**src/rtl/kmd_pkg.sv**
```systemverilog
// Package for the key matrix debouncer with its event queue.
// Holds parameter defaults, the item operation codes and code widths.
// No dependencies; every other file of the block imports it.
`default_nettype none

package kmd_pkg;

  localparam int unsigned HISTORY_DEPTH_DEF = 4;
  localparam int unsigned QUEUE_DEPTH_DEF   = 16;
  localparam int unsigned MATRIX_BITS_DEF   = 64;

  localparam int unsigned PORT_BITS = 64;
  localparam int unsigned CODE_W    = 8;

  localparam logic [CODE_W-1:0] NONE_CODE_RST = 8'hFF;

  typedef enum logic {
    OP_SAMPLE = 1'b0,
    OP_READ   = 1'b1
  } op_e;

endpackage

`default_nettype wire

```
**src/rtl/kmd_front.sv**
```systemverilog
// Front end: accepts items, keeps the sample history and classifies key edges.
// Depends on kmd_pkg; feeds the command queue.
`default_nettype none

module kmd_front import kmd_pkg::*; #(
  parameter int unsigned HISTORY_DEPTH = HISTORY_DEPTH_DEF,
  parameter int unsigned MATRIX_BITS   = MATRIX_BITS_DEF
) (
  input  wire logic                   clk_i,
  input  wire logic                   rst_ni,
  input  wire logic                   in_push_i,
  input  wire logic                   operation_i,
  input  wire logic [MATRIX_BITS-1:0] sample_i,
  input  wire logic                   cmd_full_i,
  output logic                        cmd_push_o,
  output op_e                         cmd_op_o,
  output logic [MATRIX_BITS-1:0]      cmd_edges_o,
  output logic [MATRIX_BITS-1:0]      cmd_held_o
);

  logic                   accept;
  logic                   take_sample;
  logic [MATRIX_BITS-1:0] held;
  logic [MATRIX_BITS-1:0] prev_held_q;

  assign accept      = in_push_i && !cmd_full_i;
  assign take_sample = accept && (op_e'(operation_i) == OP_SAMPLE);

  // A key is held only when the newest sample and every stored one show it.
  if (HISTORY_DEPTH > 1) begin : g_hist
    logic [MATRIX_BITS-1:0] hist_q [HISTORY_DEPTH-1];

    always_comb begin
      held = sample_i;
      for (int k = 0; k < HISTORY_DEPTH - 1; k++) begin
        held = held & hist_q[k];
      end
    end

    always_ff @(posedge clk_i or negedge rst_ni) begin
      if (!rst_ni) begin
        for (int k = 0; k < HISTORY_DEPTH - 1; k++) begin
          hist_q[k] <= '0;
        end
      end else if (take_sample) begin
        hist_q[0] <= sample_i;
        for (int k = 1; k < HISTORY_DEPTH - 1; k++) begin
          hist_q[k] <= hist_q[k-1];
        end
      end
    end
  end else begin : g_nohist
    assign held = sample_i;
  end

  always_ff @(posedge clk_i or negedge rst_ni) begin
    if (!rst_ni) begin
      prev_held_q <= '0;
    end else if (take_sample) begin
      prev_held_q <= held;
    end
  end

  assign cmd_push_o  = accept;
  assign cmd_op_o    = op_e'(operation_i);
  assign cmd_edges_o = held ^ prev_held_q;
  assign cmd_held_o  = held;

endmodule

`default_nettype wire

```
**src/rtl/kmd_cmdq.sv**
```systemverilog
// Two-entry command queue between the front end and the back end.
// Depends on kmd_pkg for its default width, taken from MATRIX_BITS_DEF.
`default_nettype none

module kmd_cmdq import kmd_pkg::*; #(
  parameter int unsigned WIDTH = 2 * MATRIX_BITS_DEF + 1
) (
  input  wire logic             clk_i,
  input  wire logic             rst_ni,
  input  wire logic             push_i,
  input  wire logic [WIDTH-1:0] data_i,
  output logic                  full_o,
  input  wire logic             pop_i,
  output logic                  valid_o,
  output logic [WIDTH-1:0]      data_o
);

  localparam int unsigned Depth = 2;
  localparam int unsigned PtrW  = $clog2(Depth);
  localparam int unsigned CntW  = $clog2(Depth + 1);

  logic [WIDTH-1:0] mem_q [Depth];
  logic [PtrW-1:0]  wptr_q;
  logic [PtrW-1:0]  rptr_q;
  logic [CntW-1:0]  cnt_q;
  logic             do_push;
  logic             do_pop;

  assign full_o  = (cnt_q == CntW'(Depth));
  assign valid_o = (cnt_q != '0);
  assign data_o  = mem_q[rptr_q];
  assign do_push = push_i && !full_o;
  assign do_pop  = pop_i && valid_o;

  always_ff @(posedge clk_i) begin
    if (do_push) begin
      mem_q[wptr_q] <= data_i;
    end
  end

  always_ff @(posedge clk_i or negedge rst_ni) begin
    if (!rst_ni) begin
      wptr_q <= '0;
      rptr_q <= '0;
      cnt_q  <= '0;
    end else begin
      if (do_push) begin
        wptr_q <= wptr_q + 1'b1;
      end
      if (do_pop) begin
        rptr_q <= rptr_q + 1'b1;
      end
      if (do_push && !do_pop) begin
        cnt_q <= cnt_q + 1'b1;
      end else if (do_pop && !do_push) begin
        cnt_q <= cnt_q - 1'b1;
      end
    end
  end

endmodule

`default_nettype wire

```
**src/rtl/kmd_back.sv**
```systemverilog
// Back end: scans key edges into the event ring, serves reads, holds the result.
// Depends on kmd_pkg; takes commands from kmd_cmdq.
`default_nettype none

module kmd_back import kmd_pkg::*; #(
  parameter int unsigned QUEUE_DEPTH = QUEUE_DEPTH_DEF,
  parameter int unsigned MATRIX_BITS = MATRIX_BITS_DEF
) (
  input  wire logic                   clk_i,
  input  wire logic                   rst_ni,
  input  wire logic                   cmd_valid_i,
  input  wire op_e                    cmd_op_i,
  input  wire logic [MATRIX_BITS-1:0] cmd_edges_i,
  input  wire logic [MATRIX_BITS-1:0] cmd_held_i,
  output logic                        cmd_pop_o,
  input  wire logic                   cfg_we_i,
  input  wire logic [CODE_W-1:0]      cfg_wdata_i,
  input  wire logic                   pop_i,
  output logic                        empty_o,
  output logic [CODE_W-1:0]           key_code_o,
  output logic                        key_valid_o,
  output logic [MATRIX_BITS-1:0]      debounced_keys_o,
  output logic                        events_dropped_o
);

  localparam int unsigned IdxW = $clog2(QUEUE_DEPTH);
  localparam int unsigned BitW = $clog2(MATRIX_BITS);
  localparam logic [IdxW-1:0] IdxLast = IdxW'(QUEUE_DEPTH - 1);
  localparam logic [BitW-1:0] BitLast = BitW'(MATRIX_BITS - 1);

  typedef enum logic [1:0] {
    ST_IDLE,
    ST_SCAN,
    ST_RDWAIT,
    ST_RESULT
  } state_e;

  state_e                 state_q;
  logic [BitW-1:0]        bit_q;
  logic [IdxW-1:0]        wr_q;
  logic [IdxW-1:0]        rd_q;
  logic [IdxW-1:0]        wr_next;
  logic [IdxW-1:0]        rd_next;
  logic                   ring_full;
  logic                   scan_push;
  logic                   out_load;
  logic [CODE_W-1:0]      none_q;
  logic [MATRIX_BITS-1:0] key_state_q;
  logic [MATRIX_BITS-1:0] edges_q;
  logic [MATRIX_BITS-1:0] held_q;
  logic [CODE_W-1:0]      mem_q [QUEUE_DEPTH];
  logic [CODE_W-1:0]      rdata_q;
  logic [CODE_W-1:0]      res_code_q;
  logic                   res_valid_q;
  logic                   drop_q;
  logic                   out_valid_q;
  logic [CODE_W-1:0]      out_code_q;
  logic                   out_kvalid_q;
  logic                   out_drop_q;
  logic [MATRIX_BITS-1:0] out_keys_q;

  assign wr_next   = (wr_q == IdxLast) ? '0 : wr_q + 1'b1;
  assign rd_next   = (rd_q == IdxLast) ? '0 : rd_q + 1'b1;
  // The ring keeps one slot free, so it is full when the write index would catch up.
  assign ring_full = (wr_next == rd_q);
  assign scan_push = (state_q == ST_SCAN) && edges_q[bit_q] && !ring_full;
  assign cmd_pop_o = (state_q == ST_IDLE) && cmd_valid_i;
  assign out_load  = (state_q == ST_RESULT) && (!out_valid_q || pop_i);

  always_ff @(posedge clk_i) begin
    if (cmd_pop_o) begin
      edges_q <= cmd_edges_i;
      held_q  <= cmd_held_i;
    end
  end

  // A press queues the key index, a release queues the none code.
  always_ff @(posedge clk_i) begin
    if (scan_push) begin
      mem_q[wr_q] <= held_q[bit_q] ? CODE_W'(bit_q) : none_q;
    end
    rdata_q <= mem_q[rd_q];
  end

  always_ff @(posedge clk_i or negedge rst_ni) begin
    if (!rst_ni) begin
      state_q      <= ST_IDLE;
      bit_q        <= '0;
      wr_q         <= '0;
      rd_q         <= '0;
      none_q       <= NONE_CODE_RST;
      key_state_q  <= '0;
      res_code_q   <= '0;
      res_valid_q  <= 1'b0;
      drop_q       <= 1'b0;
      out_valid_q  <= 1'b0;
      out_code_q   <= '0;
      out_kvalid_q <= 1'b0;
      out_drop_q   <= 1'b0;
      out_keys_q   <= '0;
    end else begin
      if (cfg_we_i) begin
        none_q <= cfg_wdata_i;
      end
      if (out_load) begin
        out_valid_q <= 1'b1;
      end else if (pop_i && out_valid_q) begin
        out_valid_q <= 1'b0;
      end
      case (state_q)
        ST_IDLE: begin
          if (cmd_valid_i) begin
            drop_q <= 1'b0;
            if (cmd_op_i == OP_SAMPLE) begin
              bit_q   <= '0;
              state_q <= ST_SCAN;
            end else if (rd_q != wr_q) begin
              state_q <= ST_RDWAIT;
            end else begin
              res_code_q  <= none_q;
              res_valid_q <= 1'b0;
              state_q     <= ST_RESULT;
            end
          end
        end
        ST_SCAN: begin
          if (edges_q[bit_q]) begin
            if (ring_full) begin
              drop_q <= 1'b1;
            end else begin
              wr_q <= wr_next;
            end
          end
          if (bit_q == BitLast) begin
            key_state_q <= held_q;
            res_code_q  <= none_q;
            res_valid_q <= 1'b0;
            state_q     <= ST_RESULT;
          end else begin
            bit_q <= bit_q + 1'b1;
          end
        end
        ST_RDWAIT: begin
          res_code_q  <= rdata_q;
          res_valid_q <= 1'b1;
          rd_q        <= rd_next;
          state_q     <= ST_RESULT;
        end
        ST_RESULT: begin
          if (out_load) begin
            out_code_q   <= res_code_q;
            out_kvalid_q <= res_valid_q;
            out_drop_q   <= drop_q;
            out_keys_q   <= key_state_q;
            state_q      <= ST_IDLE;
          end
        end
        default: begin
          state_q <= ST_IDLE;
        end
      endcase
    end
  end

  assign empty_o          = !out_valid_q;
  assign key_code_o       = out_code_q;
  assign key_valid_o      = out_kvalid_q;
  assign debounced_keys_o = out_keys_q;
  assign events_dropped_o = out_drop_q;

`ifndef SYNTHESIS
  a_rdwait_nonempty: assert property (@(posedge clk_i) disable iff (!rst_ni)
    (state_q == ST_RDWAIT) |-> (rd_q != wr_q))
    else $error("read issued on an empty event ring");

  a_ring_bounds: assert property (@(posedge clk_i) disable iff (!rst_ni)
    (int'(wr_q) < QUEUE_DEPTH) && (int'(rd_q) < QUEUE_DEPTH))
    else $error("event ring index out of range");

  a_scan_ends: assert property (@(posedge clk_i) disable iff (!rst_ni)
    (state_q == ST_SCAN) && (bit_q == BitLast) |=> (state_q == ST_RESULT))
    else $error("edge scan did not finish after the last key");

  a_pop_or_drop: assert property (@(posedge clk_i) disable iff (!rst_ni)
    out_valid_q && out_drop_q |-> !out_kvalid_q)
    else $error("result both popped a code and flagged a dropped event");
`endif

endmodule

`default_nettype wire

```
**src/rtl/key_matrix_debounce_event_fifo.sv**
```systemverilog
// Key matrix debouncer with a key event queue. A sample item (operation 0) is
// taken by the front end, which ANDs it with the stored history and marks the
// keys whose held state changed; a two-entry command queue then lets the front
// end take the next item while the back end works. The back end scans the key
// bits one per cycle and queues the changed ones into the event ring. A read
// item (operation 1) passes through a wait state because the ring is a memory
// with a registered read port, and goes straight to the result when the ring
// is empty. The back end finishes one item before it takes the next. Results
// wait in an output register until popped. No clearing pass is needed after
// reset.
`default_nettype none

module key_matrix_debounce_event_fifo import kmd_pkg::*; #(
  parameter int unsigned HISTORY_DEPTH = HISTORY_DEPTH_DEF,
  parameter int unsigned QUEUE_DEPTH   = QUEUE_DEPTH_DEF,
  parameter int unsigned MATRIX_BITS   = MATRIX_BITS_DEF
) (
  input  wire logic                 clk_i,
  input  wire logic                 rst_ni,
  input  wire logic                 push,
  output logic                      full,
  input  wire logic                 operation_i,
  input  wire logic [PORT_BITS-1:0] sample_matrix_i,
  output logic                      empty,
  input  wire logic                 pop,
  output logic [CODE_W-1:0]         key_code_o,
  output logic                      key_valid_o,
  output logic [PORT_BITS-1:0]      debounced_keys_o,
  output logic                      events_dropped_o,
  input  wire logic                 cfg_we_i,
  input  wire logic [CODE_W-1:0]    cfg_wdata_i
);

  localparam int unsigned CmdW = 2 * MATRIX_BITS + 1;

  logic                   f_push;
  op_e                    f_op;
  logic [MATRIX_BITS-1:0] f_edges;
  logic [MATRIX_BITS-1:0] f_held;
  logic [CmdW-1:0]        q_data;
  logic                   q_valid;
  logic                   q_pop;
  logic [MATRIX_BITS-1:0] b_keys;

  kmd_front #(
    .HISTORY_DEPTH(HISTORY_DEPTH),
    .MATRIX_BITS  (MATRIX_BITS)
  ) u_front (
    .clk_i      (clk_i),
    .rst_ni     (rst_ni),
    .in_push_i  (push),
    .operation_i(operation_i),
    .sample_i   (sample_matrix_i[MATRIX_BITS-1:0]),
    .cmd_full_i (full),
    .cmd_push_o (f_push),
    .cmd_op_o   (f_op),
    .cmd_edges_o(f_edges),
    .cmd_held_o (f_held)
  );

  kmd_cmdq #(
    .WIDTH(CmdW)
  ) u_cmdq (
    .clk_i  (clk_i),
    .rst_ni (rst_ni),
    .push_i (f_push),
    .data_i ({f_op, f_edges, f_held}),
    .full_o (full),
    .pop_i  (q_pop),
    .valid_o(q_valid),
    .data_o (q_data)
  );

  kmd_back #(
    .QUEUE_DEPTH(QUEUE_DEPTH),
    .MATRIX_BITS(MATRIX_BITS)
  ) u_back (
    .clk_i           (clk_i),
    .rst_ni          (rst_ni),
    .cmd_valid_i     (q_valid),
    .cmd_op_i        (op_e'(q_data[CmdW-1])),
    .cmd_edges_i     (q_data[CmdW-2:MATRIX_BITS]),
    .cmd_held_i      (q_data[MATRIX_BITS-1:0]),
    .cmd_pop_o       (q_pop),
    .cfg_we_i        (cfg_we_i),
    .cfg_wdata_i     (cfg_wdata_i),
    .pop_i           (pop),
    .empty_o         (empty),
    .key_code_o      (key_code_o),
    .key_valid_o     (key_valid_o),
    .debounced_keys_o(b_keys),
    .events_dropped_o(events_dropped_o)
  );

  assign debounced_keys_o = PORT_BITS'(b_keys);

endmodule

`default_nettype wire

```
**config.mk**
```make
export PLATFORM = sky130hd
export DESIGN_NAME = key_matrix_debounce_event_fifo
export DESIGN_NICKNAME = d
export VERILOG_FILES = /design/src/rtl/kmd_pkg.sv /design/src/rtl/kmd_front.sv /design/src/rtl/kmd_cmdq.sv /design/src/rtl/kmd_back.sv /design/src/rtl/key_matrix_debounce_event_fifo.sv
export SDC_FILE = /design/constraint.sdc
export NUM_CORES = 1
export LEC_CHECK = 0
export ABC_CLOCK_PERIOD_IN_PS = 6420
export BUFFER_PORTS_ARGS = -buffer_cell sky130_fd_sc_hd__buf_2
export CAP_MARGIN = 20
export CORE_ASPECT_RATIO = 2
export CORE_MARGIN = 4
export CORE_UTILIZATION = 25
export DETAILED_ROUTE_END_ITERATION = 7
export GPL_TIMING_DRIVEN = 0
export PLACE_DENSITY = 0.41
export SLEW_MARGIN = 20
export SYNTH_ARGS = -nofsm -noshare
export SYNTH_HDL_FRONTEND = slang
export SYNTH_SLANG_ARGS = --single-unit
export TNS_END_PERCENT = 10
```
**constraint.sdc**
```tcl
create_clock -name clk_i -period 6.42 [get_ports clk_i]
set_clock_uncertainty 0.15 [all_clocks]
set_input_delay 0.642 -clock clk_i [delete_from_list [all_inputs] [get_ports clk_i]]
set_output_delay 0.642 -clock clk_i [all_outputs]
set_load 0.005 [all_outputs]
```
-- Word level (Yosys, flattened, before mapping)
Memory sizes are Yosys's and may differ from the RTL's. A register that Yosys moved wholly into a read port is not among the register bits.
Index checks and enable logic that the tools add are counted.
- $add $sub $neg: 7
- mux-type cells: 39
- magnitude comparators: 1
- reductions and logical operators: 30
- bitwise logic cells: 6
- equal/unequal tests: 18
- operators with widths (kind ; count):
    64-bit AND ; 3
    64-bit bitwise XOR ; 1
    8-bit two-way mux ; 5
    8-bit case mux with 3 select lines ; 1
    6-bit two-way mux ; 3
    1-bit two-way mux ; 16
    1-bit binary-select mux with 6-bit select ; 2
    2-bit two-way mux ; 6
    2-bit inequality test, second input constant ; 6
    6-bit case mux with 2 select lines ; 1
    1-bit logical AND ; 11
    4-bit by 1-bit adder with 4-bit output, second input constant ; 2
    4-bit == test, second input constant ; 2
    4-bit two-way mux ; 2
    2-bit case mux with 4 select lines ; 1
    4-bit AND reduction ; 2
    2-bit nonzero test ; 4
    6-bit by 7-bit less-than comparator with 1-bit output, second input constant ; 1
    6-bit by 1-bit adder with 6-bit output, second input constant ; 1
    2-bit == test, second input constant ; 3
    6-bit == test, second input constant ; 1
    2-bit by 1-bit inequality test with 1-bit output, second input constant ; 3
    3-bit AND reduction ; 2
    1-bit logical NOT ; 5
    other kinds (14) ; 17
- bits in registers: 561
- output and inout port bits: 76
- memories kept: 2
- input bits: 78
- RAM bits: 386
- memories (name ; words ; width ; rd ports ; clocked after Yosys merged registers in ; write ports ; RTL line ; source):
    u_cmdq.mem_q ; 2 ; 129 ; 1 ; 0 ; 1 ; kmd_cmdq.sv:22 ; logic [WIDTH-1:0] mem_q [Depth];
    u_back.mem_q ; 16 ; 8 ; 1 ; 1 ; 1 ; kmd_back.sv:51 ; logic [CODE_W-1:0] mem_q [QUEUE_DEPTH];

-- Logic depth before layout (Yosys ltp)
Gate-level depths: netlist of the first run.
- depth after elaboration: 8
- depth in mapped cells: 10
- mapped depth without buffers: 8

-- By module
A second synthesis of the first run with hierarchy kept.
- cells, all modules: 1983
- area total of the unflattened synthesis: 37404.6 µm²
- modules (own cells, without submodules) (module ; cells each ; instances ; area each (µm²)):
    kmd_back ; 892 ; 1 ; 17126.4
    kmd_front ; 671 ; 1 ; 10745.3
    kmd_cmdq ; 420 ; 1 ; 9532.9

-- Least setup slack after synthesis of the first run
OpenSTA, ideal clock, no wires.
- kind: input port to flip-flop
- start point: input port push
- end point: memory u_cmdq.mem_q[0][0] (netlist name) (enable)
- data arrival time: 6224 ps
- setup slack: -574 ps
- data required time: 5651 ps
- library setup time: 619 ps
- stages: 2
- buffers on the path: 0
- path through: o21ai_0 nor2_1
- longest elaborated chain between the ends: 4
- RTL lines (item ; RTL line ; source):
    from (decl) ; key_matrix_debounce_event_fifo.sv:20 ; input wire logic push,
    1-bit logical AND ; kmd_front.sv:26 ; assign accept = in_push_i && !cmd_full_i;
    1-bit logical AND ; kmd_cmdq.sv:32 ; assign do_push = push_i && !full_o;
    1-bit two-way mux ; kmd_cmdq.sv:36 ; if (do_push) begin
    1-bit two-way mux (implied by the code) ; kmd_cmdq.sv:37 ; mem_q[wptr_q] <= data_i;
    to (decl) ; kmd_cmdq.sv:22 ;
No other way between the ends.

-- Worst setup path after layout of the first run
- start point: register u_back.bit_q[2]
- end point: memory u_back.mem_q[480][6] (netlist: u_back.mem_q[15][6]), data pin
- longest elaborated chain between the ends: 3
- RTL lines (item ; RTL line ; source):
    from (decl) ; kmd_back.sv:39 ; logic [BitW-1:0] bit_q;
    from (signal assigned) ; kmd_back.sv:140 ; bit_q <= bit_q + 1'b1;
    1-bit binary-select mux with 6-bit select ; kmd_back.sv:80 ; mem_q[wr_q] <= held_q[bit_q] ? CODE_W'(bit_q) : none_q;
    1-bit two-way mux (implied by the code) ; kmd_back.sv:80 ;
    8-bit two-way mux ; kmd_back.sv:80 ;
    to (decl) ; kmd_back.sv:51 ;
No other way between the ends. The select of a mux whose other input is x is not followed.

==> results of run 1 <==
==> kinds of logic (layout without fill, tap and decap cells) <==
family / Yosys count / in the layout / synth area share (%)
XOR/XNOR: 78 / 78 / 1.84
AO/OA/AOI/OAI: 136 / 136 / 2.20
adder cells (fa/ha/maj): 12 / 12 / 0.404
other: 0 / 1 / 0
multiplexers: 383 / 383 / 13.6
AND/OR/NAND/NOR: 790 / 790 / 8.63
buffers and inverters: 204 / 611 / 2.25
flip-flops: 955 / 955 / 71.1
==> flip-flops by register name, summed over array words and instances (netlist names), 2 cells and up <==
| name | cells |
|---|---|
| u_front.g_hist.hist_q | 192 |
| u_back.mem_q | 128 |
| u_back.bit_q | 6 |
| u_back.key_state_q | 64 |
| u_back.wr_q | 4 |
| u_back.res_code_q | 8 |
| u_back.state_q | 2 |
| u_cmdq.cnt_q | 2 |
| u_back.rdata_q | 8 |
| u_back.none_q | 8 |
| u_back.held_q | 64 |
| u_back.edges_q | 64 |
| u_back.rd_q | 4 |
| u_back.key_code_o | 8 |
| u_back.debounced_keys_o | 64 |
| u_front.prev_held_q | 64 |
| u_cmdq.mem_q | 258 |
==> worst max-delay path: stages, from the launching register on <==
cell and delay [ns]:
dfrtp_1 0.61, buf_2 0.49, buf_4 0.37, buf_2 0.56
mux2i_1 0.61, o22a_1 0.36, o22ai_2 0.23, nor2_2 0.62
==> metal layers <==
layer  routed length (µm)  vias up  global-route usage (%)
met5                    0        -                       0
met1                38400    10400                    14.5
met2                54700      331                    24.4
met3                 3370      152                    1.98
li1                     -     9683                       -
met4                 3420        0                    4.45
==> cell usage in the layout, fill, tap and decap left out, types with 7 or more instances in the layout <==
master | synthesis | final
buf_2 | 16 | 170
clkbuf_8 | 0 | 8
nor2_1 | 26 | 23
mux4_1 | 10 | 10
clkinv_2 | 0 | 16
buf_4 | 3 | 10
edfxtp_1 | 514 | 514
mux2i_1 | 33 | 33
xnor2_1 | 73 | 73
clkbuf_1 | 93 | 117
nand4_1 | 66 | 66
bufinv_16 | 0 | 7
mux4_2 | 54 | 54
dfstp_2 | 8 | 8
nand2_1 | 661 | 661
buf_16 | 0 | 14
a21oi_1 | 19 | 19
ha_1 | 12 | 12
o21ai_0 | 80 | 79
dfrtp_1 | 425 | 425
nor3_2 | 0 | 8
dfxtp_1 | 8 | 8
dlygate4sd3_1 | 0 | 46
clkbuf_16 | 0 | 97
inv_1 | 84 | 83
clkinv_1 | 0 | 8
mux2_2 | 282 | 282
==> through the flow <==
| stage | utilization (%) | power (W) |
|---|---|---|
| after detailed placement | 27.8 | 0.0141 |
| after floorplan | - | 0.0120 |
| after CTS | 30.3 | 0.0200 |
| after global routing | 30.3 | 0.0206 |
| final | 30.3 | 0.0195 |
| after global placement | 27.4 | 0.0140 |
==> timing repair <==
action / CTS / global route
hold buffers: 46 / 0
hold endpoints to repair: 120 / 0
endpoints found under the setup margin: 0 / 0
==> power by group through the flow <==
stage	clock (W)	combinational (W)	sequential, W
final	0.00574	0.00471	0.00910
after global routing	0.00618	0.00521	0.00926
after CTS	0.00596	0.00492	0.00912
after detailed placement	0	0.00488	0.00924
after global placement	0	0.00460	0.00940
after floorplan	0	0.00300	0.00904
==> layout make-up <==
| type | instances | area (µm²) |
|---|---|---|
| Antenna cell | 1 | 2.50 |
| Buffer | 120 | 526 |
| Clock buffer | 133 | 2640 |
| Clock inverter | 47 | 534 |
| Fill cell | 14900 | 103000 |
| Inverter | 84 | 323 |
| Multi-Input combinational cell | 1399 | 9990 |
| Sequential cell | 955 | 26400 |
| Tap cell | 1909 | 2390 |
| Timing Repair Buffer | 227 | 1770 |
==> final timing paths <==
kind,slack [ns],start,cells past startpoint,to
worst max-delay path,2.03,u_back.bit_q[2]$_DFFE_PN0P_,7,u_back.mem_q[15][6]$_DFFE_PP_
worst min-delay path,0.06,sample_matrix_i[55],3,u_front.g_hist.hist_q[183]$_DFFE_PN0P_
worst max register to register,2.03,u_back.bit_q[2]$_DFFE_PN0P_,7,u_back.mem_q[15][6]$_DFFE_PP_
worst min register to register,0.32,u_front.g_hist.hist_q[36]$_DFFE_PN0P_,2,u_front.g_hist.hist_q[36]$_DFFE_PN0P_
max in group asynchronous,4.32,rst_ni,4,u_front.g_hist.hist_q[110]$_DFFE_PN0P_
min in group asynchronous,0.41,rst_ni,2,u_back.debounced_keys_o[19]$_DFFE_PN0P_
==> reports/metrics.yaml, run 1 <==
cells_and_area:
  finalInstanceArea_um2: 44600
  areaGrowthSynthToFinish_pct: 20.0
  drive_above_1_share_pct: 24.6
  fin_cells: 4875
  layout.nets: 2972
pwr:
  p_leak_nw: 18.6
  clockPowerShare_pct: 29.4
  combPwrFrac_pct: 24.1
  p_int_w: 0.0134
  p_per_area_nw_per_um2: 438
  power_frac_seq_pct: 46.6
  netSwitchingFraction_pct: 31.4
  ir_drop_mv: 0.233
  p_switching_w: 0.00614
detailed_routing:
  drc: 0
  via_count: 20600
  dr.pass1.iters: 5
  wl_per_cell_um: 20.5
  viasPerCell: 4.23
  wirelength_um: 99900
  dr.first_iter.drc_count: 1064
  ant_nets: 0
logic_synthesis:
  ys_warn_count: 0
  syn_inst: 2558
  syn_area_um2: 37200
  synth.distinct_cells: 58
  ys_ff_latch: 955
  syn_avg_cell_area_um2: 14.5
  synth_top_area_share_pct: 41.5
  synth_area_leader_cell: "edfxtp_1"
  synth_fp_nets: 2648
  netlist_top_cells_count: "661 x nand2_1, 514 x edfxtp_1, 425 x dfrtp_1"
  ys.flop_type: "edfxtp_1"
  synth_most_common_cell: "nand2_1"
  synth.area.top_cells: "edfxtp_1 42%, dfrtp_1 29%, mux2_2 8.5%"
  yosysSeqAreaShare_pct: 71.1
  synth_edf_count: 514
  synthArstFlopShare_pct: 45.3
cts:
  clock_latency_ns: 0.69
  cts.htree.levels: 3
  cts_resized: 0
  clkTransAtPathRegs_ns: 0.07
  root_buffer: "clkbuf_16"
  clk_path_buf_depth: 3
  numCtsBuffers: 95
  cts_tree: "done"
  cts.sinks: 955
  postCtsSetupBuffers: 0
critical_path:
  worstPathRequired_ns: 6.63
  cp_max_fo: 16
  worst-setup-path-type: "reg -> reg"
  end_kind: "register"
  critPathLaunchType: "register"
  cp.arrival_ns: 4.61
sta:
  relSlewSlack_pct: 27.7
  setup_viol_count_final: 0
  max_freq_mhz: 228
  fin_ws_ns: 2.03
  min_period_ns: 4.39
  hold_viol: 0
  rsz0062_at_grt: "no"
  hold_slack_ns: 0.0558
  fin_setup_tns_ns: 0
  tightest_slew_ns: 1.08
  fin_crit_sh_pct: 68.4
  slew_viol_final: 0
floorplan:
  die_h_um: 553
  row_count: 199
  io-pin-count: 154
  core_um2: 147000
  dieWidth_um: 281
  start_util_pct: 25.2
  die_area_um2: 155000
placement:
  port_buffers: 152
  place_hpwl_um: 72400
  pre_cts_ws_ns: 1.47
  placed_area_um2: 41000
  dp.cells: 4648
  routabilityCongestion: 0.749
grt:
  grt_max_degree: 88
  track_usage_pct: 12.9
  first_global_vias: 22300
  grt_first_pass_wirelength_um: 149000
  antenna_found_initial: 7
  grt-ovfl-total: 0
outcome:
  status: "completed"
run:
  maxCapViolations: 0
worst_hold_path:
  hp-class: "in -> reg"
No activity file was read; power rests on OpenSTA's default activity.
==> run 2: changes to the inputs <==
ABC_CLOCK_PERIOD_IN_PS = 3500   (was 6420)
clock period = 3.5 ns   (was 6.42 ns; I/O delays follow)
==> run 2 against run 1 <==
Core utilization up 0.69 points. Clock-buffer cell count down 13. Hold slack better by 0.012 ns. Sequential power up 84%. Register-to-register slack worse by 1.9 ns. Die area unchanged. Non-clock buffer count up 54. Sequential cell count unchanged. Design area up 2.3%. Critical endpoint is now u_back.mem_q[3][2]$_DFFE_PP_. Largest cell class unchanged.
==> reports/metrics.yaml, run 2 (synthesis gave the netlist of run 1 again) <==
sta:
  slew_viol_final: 0  # unchanged
  min_period_ns: 3.38  # -1.01 ns
  rsz0062_at_grt: "yes"
  fin_crit_sh_pct: 96.6  # +28 points
  max_freq_mhz: 296  # +30%
  fin_setup_tns_ns: 0  # unchanged
  setup_viol_count_final: 0  # unchanged
  relSlewSlack_pct: 33.2  # +5.6 points
  hold_slack_ns: 0.0680  # +0.0122 ns
  hold_viol: 0  # unchanged
  tightest_slew_ns: 1.00  # -0.0834 ns
pwr:
  ir_drop_mv: 0.363  # +55%
  p_leak_nw: 19.0  # +2.2%
  p_per_area_nw_per_um2: 803  # +83%
cells_and_area:
  areaGrowthSynthToFinish_pct: 22.7
  drive_above_1_share_pct: 26.1  # +1.5 points
  finish.utilization_pct: 31.0  # +0.69 points
  final_cell_mix: "661 x nand2_1, 514 x edfxtp_1, 423 x dfrtp_1, 277 x mux2_2, 163 x buf_2"
  top_regs: "u_cmdq.mem_q x258, u_front.g_hist.hist_q x192, u_back.mem_q x128"
  largest_reg_flops: 258  # unchanged
  multi_input_area_um2: 10200  # +2.1%
  regArea_um2: 26400  # about the same
  fillerInstances: 14800  # -0.81%
  final_common_cell: "nand2_1"
  layout.nets: 3026  # +1.8%
  regMostFlops: "u_cmdq.mem_q"
detailed_routing:
  wl_per_cell_um: 20.1  # -1.8%
  via_count: 20900  # +1.3%
  dr.pass1.iters: 6  # +1
  wirelength_um: 99100  # -0.74%
  drc: 0  # unchanged
  viasPerCell: 4.24  # +0.24%
  ant_nets: 0  # unchanged
  dr.first_iter.drc_count: 1032  # -3.0%
floorplan:
  row_count: 199  # unchanged
  die_h_um: 553  # unchanged
  start_util_pct: 25.2  # unchanged
  dieWidth_um: 281  # unchanged
  die_area_um2: 155000  # unchanged
  io-pin-count: 154  # unchanged
  core_um2: 147000  # unchanged
worst_hold_path:
  hp-class: "in -> reg"
  hold-path-cell-count: 2  # -1
critical_path:
  end_kind: "register"
  critPathLaunchType: "register"
  cp_max_fo: 10  # -6
  worst-setup-path-type: "reg -> reg"
  cp.arrival_ns: 3.66  # -0.95 ns
  worstRegToRegCells: 12  # +5
  worstPathRequired_ns: 3.78  # -2.85 ns
grt:
  grt_max_degree: 83  # -5.7%
  track_usage_pct: 12.9  # +0.062 points
  grt_first_pass_wirelength_um: 150000  # +0.95%
  grt-ovfl-total: 0  # unchanged
  first_global_vias: 22700  # +1.6%
  antenna_found_initial: 3  # -4
cts:
  cts_tree: "done"
  numCtsBuffers: 95  # unchanged
  clkTransAtPathRegs_ns: 0.07  # about the same
  cts.sinks: 955  # unchanged
  clock_latency_ns: 0.69  # about the same
  root_buffer: "clkbuf_16"
  clk_path_buf_depth: 3  # unchanged
  cts.htree.levels: 3  # unchanged
placement:
  place_hpwl_um: 71800  # -0.86%
  routabilityCongestion: 0.749  # about the same
  port_buffers: 152  # unchanged
outcome:
  status: "completed"
run:
  maxCapViolations: 0  # unchanged
==> run 2: area by class of cell <==
type                       instances  area share, %
sequential                       955           57.9
buffer                           120           1.31
inverter                          84          0.699
clock buffer                     120           5.77
clock inverter                    58           1.54
tap                             1909           5.23
multi-input combinational       1399           22.3
timing repair buffer             281           5.15
antenna                            2         0.0110
==> run 2: critical path, cell delays in order, from the launching register on <==
cell and delay [ns]:
dfrtp_1 0.40, buf_12 0.20, buf_12 0.21, buf_16 0.20
mux2i_4 0.38, nand3_2 0.15, a32oi_2 0.30, a21oi_4 0.12
o211ai_4 0.31, buf_4 0.20, nor4_4 0.04, buf_4 0.19
buf_4 0.16
==> run 2: per-layer routing <==
metal / vias up / global-route usage [%] / part of all wire, %
li1: 9799 / - / -
met1: 10600 / 14.7 / 39
met2: 388 / 24.7 / 56
met3: 127 / 1.92 / 3.4
met4: 0 / 3.85 / 2.5
met5: - / 0 / 0
==> run 2: final timing paths <==
kind	startpoint	slack [ns]	end
min reg2reg	u_front.g_hist.hist_q[16]$_DFFE_PN0P_	0.32	u_front.g_hist.hist_q[16]$_DFFE_PN0P_
min	cfg_we_i	0.07	u_back.none_q[2]$_DFFE_PN1P_
max in group asynchronous	rst_ni	1.30	u_front.prev_held_q[23]$_DFFE_PN0P_
max	u_back.bit_q[0]$_DFFE_PN0P_	0.12	u_back.mem_q[3][2]$_DFFE_PP_
max reg2reg	u_back.bit_q[0]$_DFFE_PN0P_	0.12	u_back.mem_q[3][2]$_DFFE_PP_
min in group asynchronous	rst_ni	0.55	u_front.g_hist.hist_q[117]$_DFFE_PN0P_
==> run 2: power by group <==
group | leakage [nW] | switching [W] | total [W] | internal, W
logic | 6.75 | 0.00541 | 0.00913 | 0.00372
clock network | 1.62 | 0.00464 | 0.0108 | 0.00621
registers | 10.6 | 0.00135 | 0.0167 | 0.0153
==> run 2: metrics by stage <==
stage	setup slack (ns)	area, µm²	instances	power (W)
after floorplan	-0.937	37200	2558	0.0220
final	0.118	45600	4928	0.0367
after CTS	0.00487	45500	4918	0.0374
after detailed placement	-1.31	41100	4652	0.0260
after global placement	-8.14	40300	4619	0.0255
after global routing	-0.0187	45600	4927	0.0388
==> run 2: timing repair <==
item / 4_1_cts / 5_1_grt
hold buffers: 81 / 0
setup buffers: 7 / 8
resized for setup: 54 / 16
setup endpoints to repair: 334 / 86
cloned: 0 / 0
endpoints found under the hold margin: 374 / 0
pin swaps: 6 / 6
